==> config.mk <==
export PLATFORM = sky130hd
export DESIGN_NAME = k_stacks_shared_store
export DESIGN_NICKNAME = d
export VERILOG_FILES = /design/src/design/kss_pkg.sv /design/src/design/kss_ctrl.sv /design/src/design/kss_dp.sv /design/src/design/k_stacks_shared_store.sv
export SDC_FILE = /design/constraint.sdc
export NUM_CORES = 1
export LEC_CHECK = 0
export BUFFER_PORTS_ARGS = -buffer_cell sky130_fd_sc_hd__buf_4
export CAP_MARGIN = 20
export CORE_MARGIN = 2
export CORE_UTILIZATION = 50
export DETAILED_ROUTE_END_ITERATION = 7
export PLACE_DENSITY = 0.73
export RECOVER_POWER = 25
export REMOVE_ABC_BUFFERS = 1
export SLEW_MARGIN = 20
export SYNTH_ARGS = -nofsm -noshare
export SYNTH_HDL_FRONTEND = slang
export SYNTH_SLANG_ARGS = --single-unit
==> constraint.sdc <==
create_clock -name clk -period 10.89 [get_ports clk]
set_input_delay 2.178 -clock clk [delete_from_list [all_inputs] [get_ports clk]]
set_output_delay 2.178 -clock clk [all_outputs]
set_load 0.005 [all_outputs]
==> src/design/kss_pkg.sv <==
// Package for the shared-store stack block: codes, defaults, command struct.
// No dependencies.
package kss_pkg;

	localparam int NUM_STACKS_DEF = 4;
	localparam int CAPACITY_DEF   = 16;

	localparam logic [1:0] OP_PUSH = 2'd0;
	localparam logic [1:0] OP_POP  = 2'd1;
	localparam logic [1:0] OP_PEEK = 2'd2;
	localparam logic [1:0] OP_SIZE = 2'd3;

	localparam logic [1:0] ST_OK    = 2'd0;
	localparam logic [1:0] ST_FULL  = 2'd1;
	localparam logic [1:0] ST_EMPTY = 2'd2;

	typedef struct packed {
		logic accept;
		logic commit;
	} cmd_t;

endpackage

==> src/design/kss_ctrl.sv <==
// Controller: input handshake, two-state sequencer, output valid.
// Depends on kss_pkg.
module kss_ctrl (
	input  logic          clk,
	input  logic          arst_n,
	input  logic          in_valid,
	output logic          in_stall,
	output logic          out_valid,
	input  logic          out_stall,
	output kss_pkg::cmd_t cmd
);

	localparam logic S_IDLE = 1'b0;
	localparam logic S_EXEC = 1'b1;

	logic state_q;
	logic out_valid_q;
	logic out_free;

	assign in_stall   = (state_q != S_IDLE);
	assign out_free   = !out_valid_q || !out_stall;
	assign cmd.accept = in_valid && (state_q == S_IDLE);
	assign cmd.commit = (state_q == S_EXEC) && out_free;
	assign out_valid  = out_valid_q;

	always_ff @(posedge clk or negedge arst_n) begin
		if (!arst_n) begin
			state_q     <= S_IDLE;
			out_valid_q <= 1'b0;
		end else begin
			unique case (state_q)
				S_IDLE: begin
					if (cmd.accept) state_q <= S_EXEC;
				end
				S_EXEC: begin
					if (cmd.commit) state_q <= S_IDLE;
				end
				default: state_q <= S_IDLE;
			endcase
			if (cmd.commit) begin
				out_valid_q <= 1'b1;
			end else if (out_valid_q && !out_stall) begin
				out_valid_q <= 1'b0;
			end
		end
	end

endmodule

==> src/design/kss_dp.sv <==
// Datapath: slot data and link memories, stack tops, counts, free list, result word.
// Depends on kss_pkg.
module kss_dp #(
	parameter int NUM_STACKS = kss_pkg::NUM_STACKS_DEF,
	parameter int CAPACITY   = kss_pkg::CAPACITY_DEF
) (
	input  logic               clk,
	input  logic               arst_n,
	input  kss_pkg::cmd_t      cmd,
	input  logic [1:0]         kind,
	input  logic [1:0]         stack_number,
	input  logic signed [31:0] push_value,
	output logic signed [31:0] data,
	output logic [4:0]         count,
	output logic [1:0]         status
);

	localparam int PW = $clog2(CAPACITY + 1);
	localparam int AW = $clog2(CAPACITY);
	localparam int SW = (NUM_STACKS > 1) ? $clog2(NUM_STACKS) : 1;
	localparam logic [PW-1:0] LINK_NULL = PW'(CAPACITY);

	logic [31:0]   data_mem [CAPACITY];
	logic [PW-1:0] link_mem [CAPACITY];

	logic [PW-1:0] stack_top_q   [NUM_STACKS];
	logic [PW-1:0] stack_count_q [NUM_STACKS];
	logic [PW-1:0] free_head_q;
	logic [PW-1:0] fill_q;

	logic [1:0]    op_s1;
	logic [SW-1:0] idx_s1;
	logic          ok_s1;
	logic [31:0]   val_s1;
	logic [PW-1:0] addr_s1;
	logic [PW-1:0] top_s1;
	logic          fresh_s1;
	logic          slot_s1;
	logic [PW-1:0] link_rd_s1;
	logic [31:0]   data_rd_s1;

	logic signed [31:0] data_q;
	logic [4:0]         count_q;
	logic [1:0]         status_q;

	logic [SW-1:0] idx;
	logic          sel_ok;
	logic [PW-1:0] top_k;
	logic [PW-1:0] addr;
	logic [PW-1:0] link_eff;
	logic [PW-1:0] cnt_k;
	logic [PW-1:0] cnt_new;
	logic          is_push;
	logic          do_push;
	logic          do_pop;
	logic          link_we;
	logic [PW-1:0] link_wd;
	logic [31:0]   data_n;
	logic [1:0]    status_n;

	assign idx    = SW'(stack_number);
	assign sel_ok = ({30'd0, stack_number} < 32'(NUM_STACKS));
	assign top_k  = stack_top_q[idx];
	assign addr   = (kind == kss_pkg::OP_PUSH) ? free_head_q : top_k;

	assign is_push  = (op_s1 == kss_pkg::OP_PUSH);
	assign do_push  = cmd.commit && ok_s1 && slot_s1 && is_push;
	assign do_pop   = cmd.commit && ok_s1 && slot_s1 && (op_s1 == kss_pkg::OP_POP);
	assign link_eff = fresh_s1 ? (addr_s1 + PW'(1)) : link_rd_s1;
	assign link_we  = do_push || do_pop;
	assign link_wd  = is_push ? top_s1 : free_head_q;
	assign cnt_k    = stack_count_q[idx_s1];

	always_comb begin
		cnt_new  = cnt_k;
		data_n   = 32'd0;
		status_n = kss_pkg::ST_OK;
		if (ok_s1) begin
			unique case (op_s1)
				kss_pkg::OP_PUSH: begin
					if (slot_s1) cnt_new = cnt_k + PW'(1);
					else status_n = kss_pkg::ST_FULL;
				end
				kss_pkg::OP_POP: begin
					if (slot_s1) begin
						data_n = data_rd_s1;
						if (cnt_k != '0) cnt_new = cnt_k - PW'(1);
					end else begin
						status_n = kss_pkg::ST_EMPTY;
					end
				end
				kss_pkg::OP_PEEK: begin
					if (slot_s1) data_n = data_rd_s1;
					else status_n = kss_pkg::ST_EMPTY;
				end
				kss_pkg::OP_SIZE: begin
				end
				default: begin
				end
			endcase
		end
	end

	// capture request and issue memory reads
	always_ff @(posedge clk) begin
		if (cmd.accept) begin
			op_s1      <= kind;
			idx_s1     <= idx;
			ok_s1      <= sel_ok;
			val_s1     <= push_value;
			addr_s1    <= addr;
			top_s1     <= top_k;
			fresh_s1   <= (addr >= fill_q);
			slot_s1    <= (addr < LINK_NULL);
			link_rd_s1 <= link_mem[addr[AW-1:0]];
			data_rd_s1 <= data_mem[addr[AW-1:0]];
		end
	end

	always_ff @(posedge clk) begin
		if (link_we) link_mem[addr_s1[AW-1:0]] <= link_wd;
		if (do_push) data_mem[addr_s1[AW-1:0]] <= val_s1;
	end

	always_ff @(posedge clk or negedge arst_n) begin
		if (!arst_n) begin
			for (int i = 0; i < NUM_STACKS; i++) begin
				stack_top_q[i]   <= LINK_NULL;
				stack_count_q[i] <= '0;
			end
			free_head_q <= '0;
			fill_q      <= '0;
		end else begin
			if (do_push) begin
				free_head_q         <= link_eff;
				stack_top_q[idx_s1] <= addr_s1;
				if (fresh_s1) fill_q <= addr_s1 + PW'(1);
			end else if (do_pop) begin
				free_head_q         <= addr_s1;
				stack_top_q[idx_s1] <= link_eff;
			end
			if (do_push || do_pop) stack_count_q[idx_s1] <= cnt_new;
		end
	end

	always_ff @(posedge clk) begin
		if (cmd.commit) begin
			data_q   <= data_n;
			count_q  <= ok_s1 ? 5'(cnt_new) : 5'd0;
			status_q <= status_n;
		end
	end

	assign data   = data_q;
	assign count  = count_q;
	assign status = status_q;

endmodule

==> src/design/k_stacks_shared_store.sv <==
// Top level of the shared-store stack block: controller plus datapath.
// Depends on kss_pkg, kss_ctrl, kss_dp.
//
//  channel | handshake            | words
//  --------+----------------------+-------------------------------
//  request | in_valid / in_stall  | kind, stack_number, push_value
//  result  | out_valid / out_stall| data, count, status
//
// The accept reads the slot memories; the commit, in the execute state,
// writes links, tops, counts and the result register. in_stall is high
// in the execute state, which holds while the result register is full
// and stalled. One result per request, always.
// Reset empties every stack; the free list starts implicitly as slots in
// ascending order behind a fill mark, so no clearing pass runs.
module k_stacks_shared_store #(
	parameter int NUM_STACKS = kss_pkg::NUM_STACKS_DEF,
	parameter int CAPACITY   = kss_pkg::CAPACITY_DEF
) (
	input  logic               clk,
	input  logic               arst_n,
	input  logic               in_valid,
	output logic               in_stall,
	input  logic [1:0]         kind,
	input  logic [1:0]         stack_number,
	input  logic signed [31:0] push_value,
	output logic               out_valid,
	input  logic               out_stall,
	output logic signed [31:0] data,
	output logic [4:0]         count,
	output logic [1:0]         status
);

	kss_pkg::cmd_t cmd;

	kss_ctrl u_ctrl (
		.clk       (clk),
		.arst_n    (arst_n),
		.in_valid  (in_valid),
		.in_stall  (in_stall),
		.out_valid (out_valid),
		.out_stall (out_stall),
		.cmd       (cmd)
	);

	kss_dp #(
		.NUM_STACKS (NUM_STACKS),
		.CAPACITY   (CAPACITY)
	) u_dp (
		.clk          (clk),
		.arst_n       (arst_n),
		.cmd          (cmd),
		.kind         (kind),
		.stack_number (stack_number),
		.push_value   (push_value),
		.data         (data),
		.count        (count),
		.status       (status)
	);

endmodule

# After elaboration in Yosys (flattened, before gate mapping)
# Memory sizes are Yosys's and may differ from the RTL's. A register that Yosys moved wholly into a read port is not among the register bits.
# Cells that the tools add are included.
# word_totals
reg_bits,139
mem_bits_rw,592
in_bits,40
out_inout_bits,41
n_memories,2
# classes
addsub,3
magnitude_cmp,5
eq_ne,2
muxes,34
n_bitwise,3
n_reduce_logical,19
# memory_table
memory,words,word_bits,rd,rd_clocked_by_memory_dff,wr,line,text
u_dp.data_mem,16,32,1,1,1,kss_dp.sv:23,logic [31:0] data_mem [CAPACITY];
u_dp.link_mem,16,5,1,1,1,kss_dp.sv:24,logic [PW-1:0] link_mem [CAPACITY];
# op_table
cell,count
2-to-1 mux 5 bit,13
bitwise mux 20 bit,3
2-to-1 mux 20 bit,2
binary-select mux 5 bit (select 2 bit),2
"adder 5 x 1 -> 5 bit, second input constant",2
demux 5 bit (select 2 bit),1
case mux 5 bit (2 select lines),1
2-to-1 mux 1 bit,9
logical AND 1 bit,7
"greater-or-equal comparator 3 bit, second input constant",2
inverter 2 -> 3 bit,2
greater-or-equal comparator 5 bit,1
"less-than comparator 5 bit, second input constant",1
nonzero test 5 bit,1
"subtractor 5 x 1 -> 5 bit, second input constant",1
logical NOT 2 bit,2
case mux 2 bit (2 select lines),1
AND reduction 2 bit,2
nonzero test 2 bit,2
"less-than comparator 3 x 1 -> 1 bit, second input constant",1
"== test 2 x 1 -> 1 bit, second input constant",1
"== test 2 bit, second input constant",1
logical NOT 1 bit,2
logical OR 1 bit,2
4 further kinds,4

# Logic depth before layout (Yosys ltp)
# depth
word_depth,9
ltp_mapped,13
mapped_depth_nobuf,9

# Modules after synthesis
# From an unflattened synthesis, not the netlist that was laid out.
# hier_totals
hier_cells,2017
area_unflattened_um2,29985.0
# by_module_without_submodules
mod,instances,cells_per_inst,area_each_um2,seq_area_each_um2
kss_dp,1,2011,29901.2,22756.8
kss_ctrl,1,6,83.8,50.0

# Worst setup path after synthesis
# OpenSTA, ideal clock, no wires.
# synth_path
path_type,in2reg
from,in in_valid
to,"reg u_dp.addr_s1[0], enable pin"
setup_time_ns,0.540
arrival_ns,5.921
t_required_ns,10.350
setup_slack_ns,4.429
stages,1
n_path_buf,0
cell_sequence,nor2b_1
# synth_between
elab_chain_len,1
# synth_rtl
item,line,text
from (decl),k_stacks_shared_store.sv:21,"input logic in_valid,"
logical AND 1 bit,kss_ctrl.sv:22,assign cmd.accept = in_valid && (state_q == S_IDLE);
to (signal assigned),kss_dp.sv:111,addr_s1 <= addr;
to (decl),kss_dp.sv:35,logic [PW-1:0] addr_s1;
# No other way between the ends.
# A chain may end at the register's enable or synchronous reset.

# Final worst setup path
# layout_path
from,in stack_number[0]
to,"reg u_dp.data_rd_s1[28], read port of u_dp.data_mem, data pin"
# layout_between
elab_chain_len,5
# layout_rtl
item,line,text
from (decl),k_stacks_shared_store.sv:24,"input logic [1:0] stack_number,"
inverter 2 -> 3 bit (not written as such),kss_dp.sv:63,assign top_k = stack_top_q[idx];
binary-select mux 5 bit (select 2 bit),kss_dp.sv:63,
2-to-1 mux 5 bit (not written as such) (2 in series),kss_dp.sv:63,
via u_dp.top_k[0],kss_dp.sv:48,logic [PW-1:0] top_k;
2-to-1 mux 5 bit,kss_dp.sv:64,assign addr = (kind == kss_pkg::OP_PUSH) ? free_head_q : top_k;
to (decl),kss_dp.sv:40,logic [31:0] data_rd_s1;
# The timed path passes the listed nets, and every way through them passes these cells. The select of a mux whose other input is x is not followed.

==> metrics.md <==
| Metric | Value |
|---|---|
| Status | `complete, no violations` |
| Post_cts resized | `0` |
| Port Buf Inserts | `80` |
| Post-CTS Setup Inserts | `0` |
| # diodes | `0` |
| Util after Layout | `about 57%` |
| Clock root cell | `clkbuf_16` |
| CP max FO | `around 190` |
| Fin crit share | `47.26%` |
| Fmax | `0.1943 GHz` |
| CTS tree | `built` |
| H-tree levels | `3` |
| Min-delay worst type | `flop to flop` |
| Main synth FF type | `edfxtp_1` |
| Clk buf depth | `3` |
| Required time of the critical path | `11.26 ns` |
| Final Critical Period | `5.147 ns` |
| Post-synth EDFFs | `a little over 700` |
| Pins Over Slew Limit | `0` |
| Area of the mapped netlist | `0.03002 mm²` |
| Layout net count | `2143` |
| CTS buffer count | `79` |
| Worst Reg-to-Reg Cells | `9` |
| Non-filler cells, final | `2917` |
| Initial DRC count | `2059` |
| Clk_skew | `approximately 0.028 ns` |
| Die ar. | `about 0.062 mm²` |
| Total Wirelength | `69.29 mm` |
| GRT overflow | `0` |
| Die X | `249.0 µm` |
| Yosys warning total | `0` |
| Filler cells | `4476` |
| Critical Path AT | `5.51 ns` |
| Area growth syn-to-layout | `12.70%` |
| Most frequent cells in the layout | `716 x edfxtp_1, 437 x nand2_1, 200 x a21oi_1, 111 x a32oi_1, 108 x buf_4` |
| Average cell area after synthesis | `14.82 µm²` |
| Setup-failing EPs final | `0` |
| Pre-Repair DR Iteration Count | `6` |
| Global-route wire length before repair | `~100 mm` |
| DR WL/cell | `23.76 µm` |
| Remaining DRCs | `0` |
| Cells after Synth | `2026` |
| RSZ-0062 raised after global routing | `false` |
| Max cap viols | `0` |
| Vias | `17811` |
| Critical Path End Type | `flop` |
| Fraction of registers with async set/reset | `6.771%` |
| Vias/cell | `6.106` |
| Core Box Area | `0.05924 mm²` |
| Antenna Nets Post-Route | `0` |
| Layout cell share with drive strength beyond 1 | `14.09%` |
| Worst-Skew Late Latency | `0.63 ns` |
| Static leakage | `11.68 nW` |
| CTS sink count | `768` |
| # rows | `just under 90` |
| Sequential element share of the synthesized area | `75.96%` |
| Worst rel slew slack | `22.85%` |
| Commonest non-fill, non-tap cell in the layout | `edfxtp_1` |
| CP Launch Type | `input port` |
| Clock-pin slew on the worst setup and hold paths | `0.06 ns` |
| Netlist cell types | `51` |
| Worst Hold Path Cells | `2` |
| Fin. Hold Viols | `0` |
| Hpwl dp | `33.71 mm` |
| Largest net degree at the start of global routing | `between 150 and 200` |
| Total track usage | `22.08%` |
| Synthesized flop and latch total | `768` |
| GP Congestion | `0.8093` |
| Cell Pwr Density | `247.6 mW/mm²` |
| Worst VDD drop | `approximately 280 µV` |
| Initial antenna violation count | `0` |
| Initial core utilization | `around half` |
| Worst-Margin Slew | `between 1 and 1.5 ns` |
| Inst Count DP | `around 2800` |
| Setup CP Type | `input port to flop` |
| Die Ht | `249.0 µm` |
| Vias in the first global route | `17246` |
| Hold buffer count at cts | `0` |
| # IOs | `81` |
final cells by class:
type	instances	area [µm²]	share of cell area, %
Clock inverter	45	414.1	1.224
Tap cell	773	967.2	2.858
Inverter	21	87.58	0.2588
Timing Repair Buffer	111	878.3	2.596
Multi-Input combinational cell	1107	6636	19.61
Clock buffer	92	2047	6.049
Sequential cell	768	22810	67.40
critical path: stages:
cell	delay (ns)
buf_4	0.15
mux4_2	0.56
a21oi_4	0.15
buf_4	0.60
inv_8	0.41
buf_12	0.46
mux2i_1	0.32
a221oi_1	0.12
a21oi_1	0.18
nand2_1	0.10
logic make-up (layout without fill, tap and decap cells):
| logic type | after synthesis | in the layout | share of synthesized area (%) |
|---|---|---|---|
| mux | 87 | 87 | 3.526 |
| simple gates | 570 | 570 | 7.835 |
| flops | 768 | 768 | 75.96 |
| xor+xnor | 3 | 3 | 0.08753 |
| buf+inv | 151 | 269 | 2.213 |
| compound gates | 432 | 432 | 9.752 |
| fa+ha+maj | 15 | 15 | 0.6251 |
cells in the mapped netlist (2+ instances only):
master	number	area, µm²
nor2b_1	5	31.28
and2_1	2	12.51
a31oi_1	6	37.54
o21ai_0	18	90.09
a21oi_1	201	1006
mux2_2	34	382.9
xor2_1	2	17.52
nor3_1	10	50.05
edfxtp_1	716	21500
a31oi_2	2	25.02
a21bo_2	2	20.02
nor3b_1	5	37.54
inv_1	20	75.07
dfstp_2	4	105.1
buf_4	2	15.01
ha_1	15	187.7
mux4_1	2	52.55
or2_2	3	18.77
a21o_1	4	30.03
o31ai_2	2	25.02
mux2i_1	42	420.4
a22oi_1	38	285.3
o22ai_1	3	18.77
mux4_2	8	180.2
nor2_1	42	157.7
nand2_1	438	1644
a32oi_1	111	972.2
clkbuf_1	60	225.2
buf_2	66	330.3
nand2b_1	6	37.54
a221oi_1	37	324.1
and3_1	48	300.3
dfrtp_1	48	1201
nand3_1	7	35.03
sequential cells by signal, indices dropped and copies added, names as in the netlist, 20 cells and up:
| signal | flops |
|---|---|
| u_dp.stack_top_q | 20 |
| u_dp.stack_count_q | 20 |
| u_dp.link_mem | 80 |
| u_dp.data_rd_s1 | 32 |
| u_dp.val_s1 | 32 |
| u_dp.data_mem | 512 |
| u_dp.data | 32 |
through the flow:
stage	setup TNS (ns)	instance area [µm²]	power, mW	worst slack [ns]	hold WS [ns]
2_1_floorplan	-438.52	29440	5.307	-11.47	0.4420
3_3_place_gp	0	31320	5.739	5.345	0.4621
3_5_place_dp	0	31320	5.823	5.265	0.4716
4_1_cts	0	33780	8.391	5.915	0.4846
5_1_grt	0	33840	8.753	5.641	0.5057
6_report	0	33840	8.379	5.743	0.4889
layer usage:
layer	up-vias	wire length [µm]	part of all wire, %	track usage [%]
met5	-	0	0	0
met4	0	1625	2.3	7.384
met3	130	5881	8.5	3.689
met2	885	33480	48	35.67
met1	8935	28310	41	30.75
li1	7861	-	-	-
worst paths after layout:
path | from | end | slack, ns
worst min register to register | u_dp.fill_q[3] | u_dp.fill_q[3] | 0.49
max in group asynchronous | arst_n | u_dp.stack_count_q[9] | 8.85
min in group asynchronous | arst_n | u_dp.stack_top_q[13] | 1.58
worst min-delay path | u_dp.fill_q[3] | u_dp.fill_q[3] | 0.49
worst max register to register | u_dp.stack_top_q[0] | u_dp.data_rd_s1[28] | 7.09
worst max-delay path | stack_number[0] | u_dp.data_rd_s1[28] | 5.74
where the power goes:
part / internal (mW) / switching, mW / leakage [nW] / total (mW)
combinational: 0.704 / 1.41 / 3.33 / 2.12
sequential: 3.56 / 0.139 / 7.16 / 3.70
clock: 1.45 / 1.11 / 1.19 / 2.56
total: 5.72 / 2.66 / 11.7 / 8.38
(Power assumes the default switching activity.)
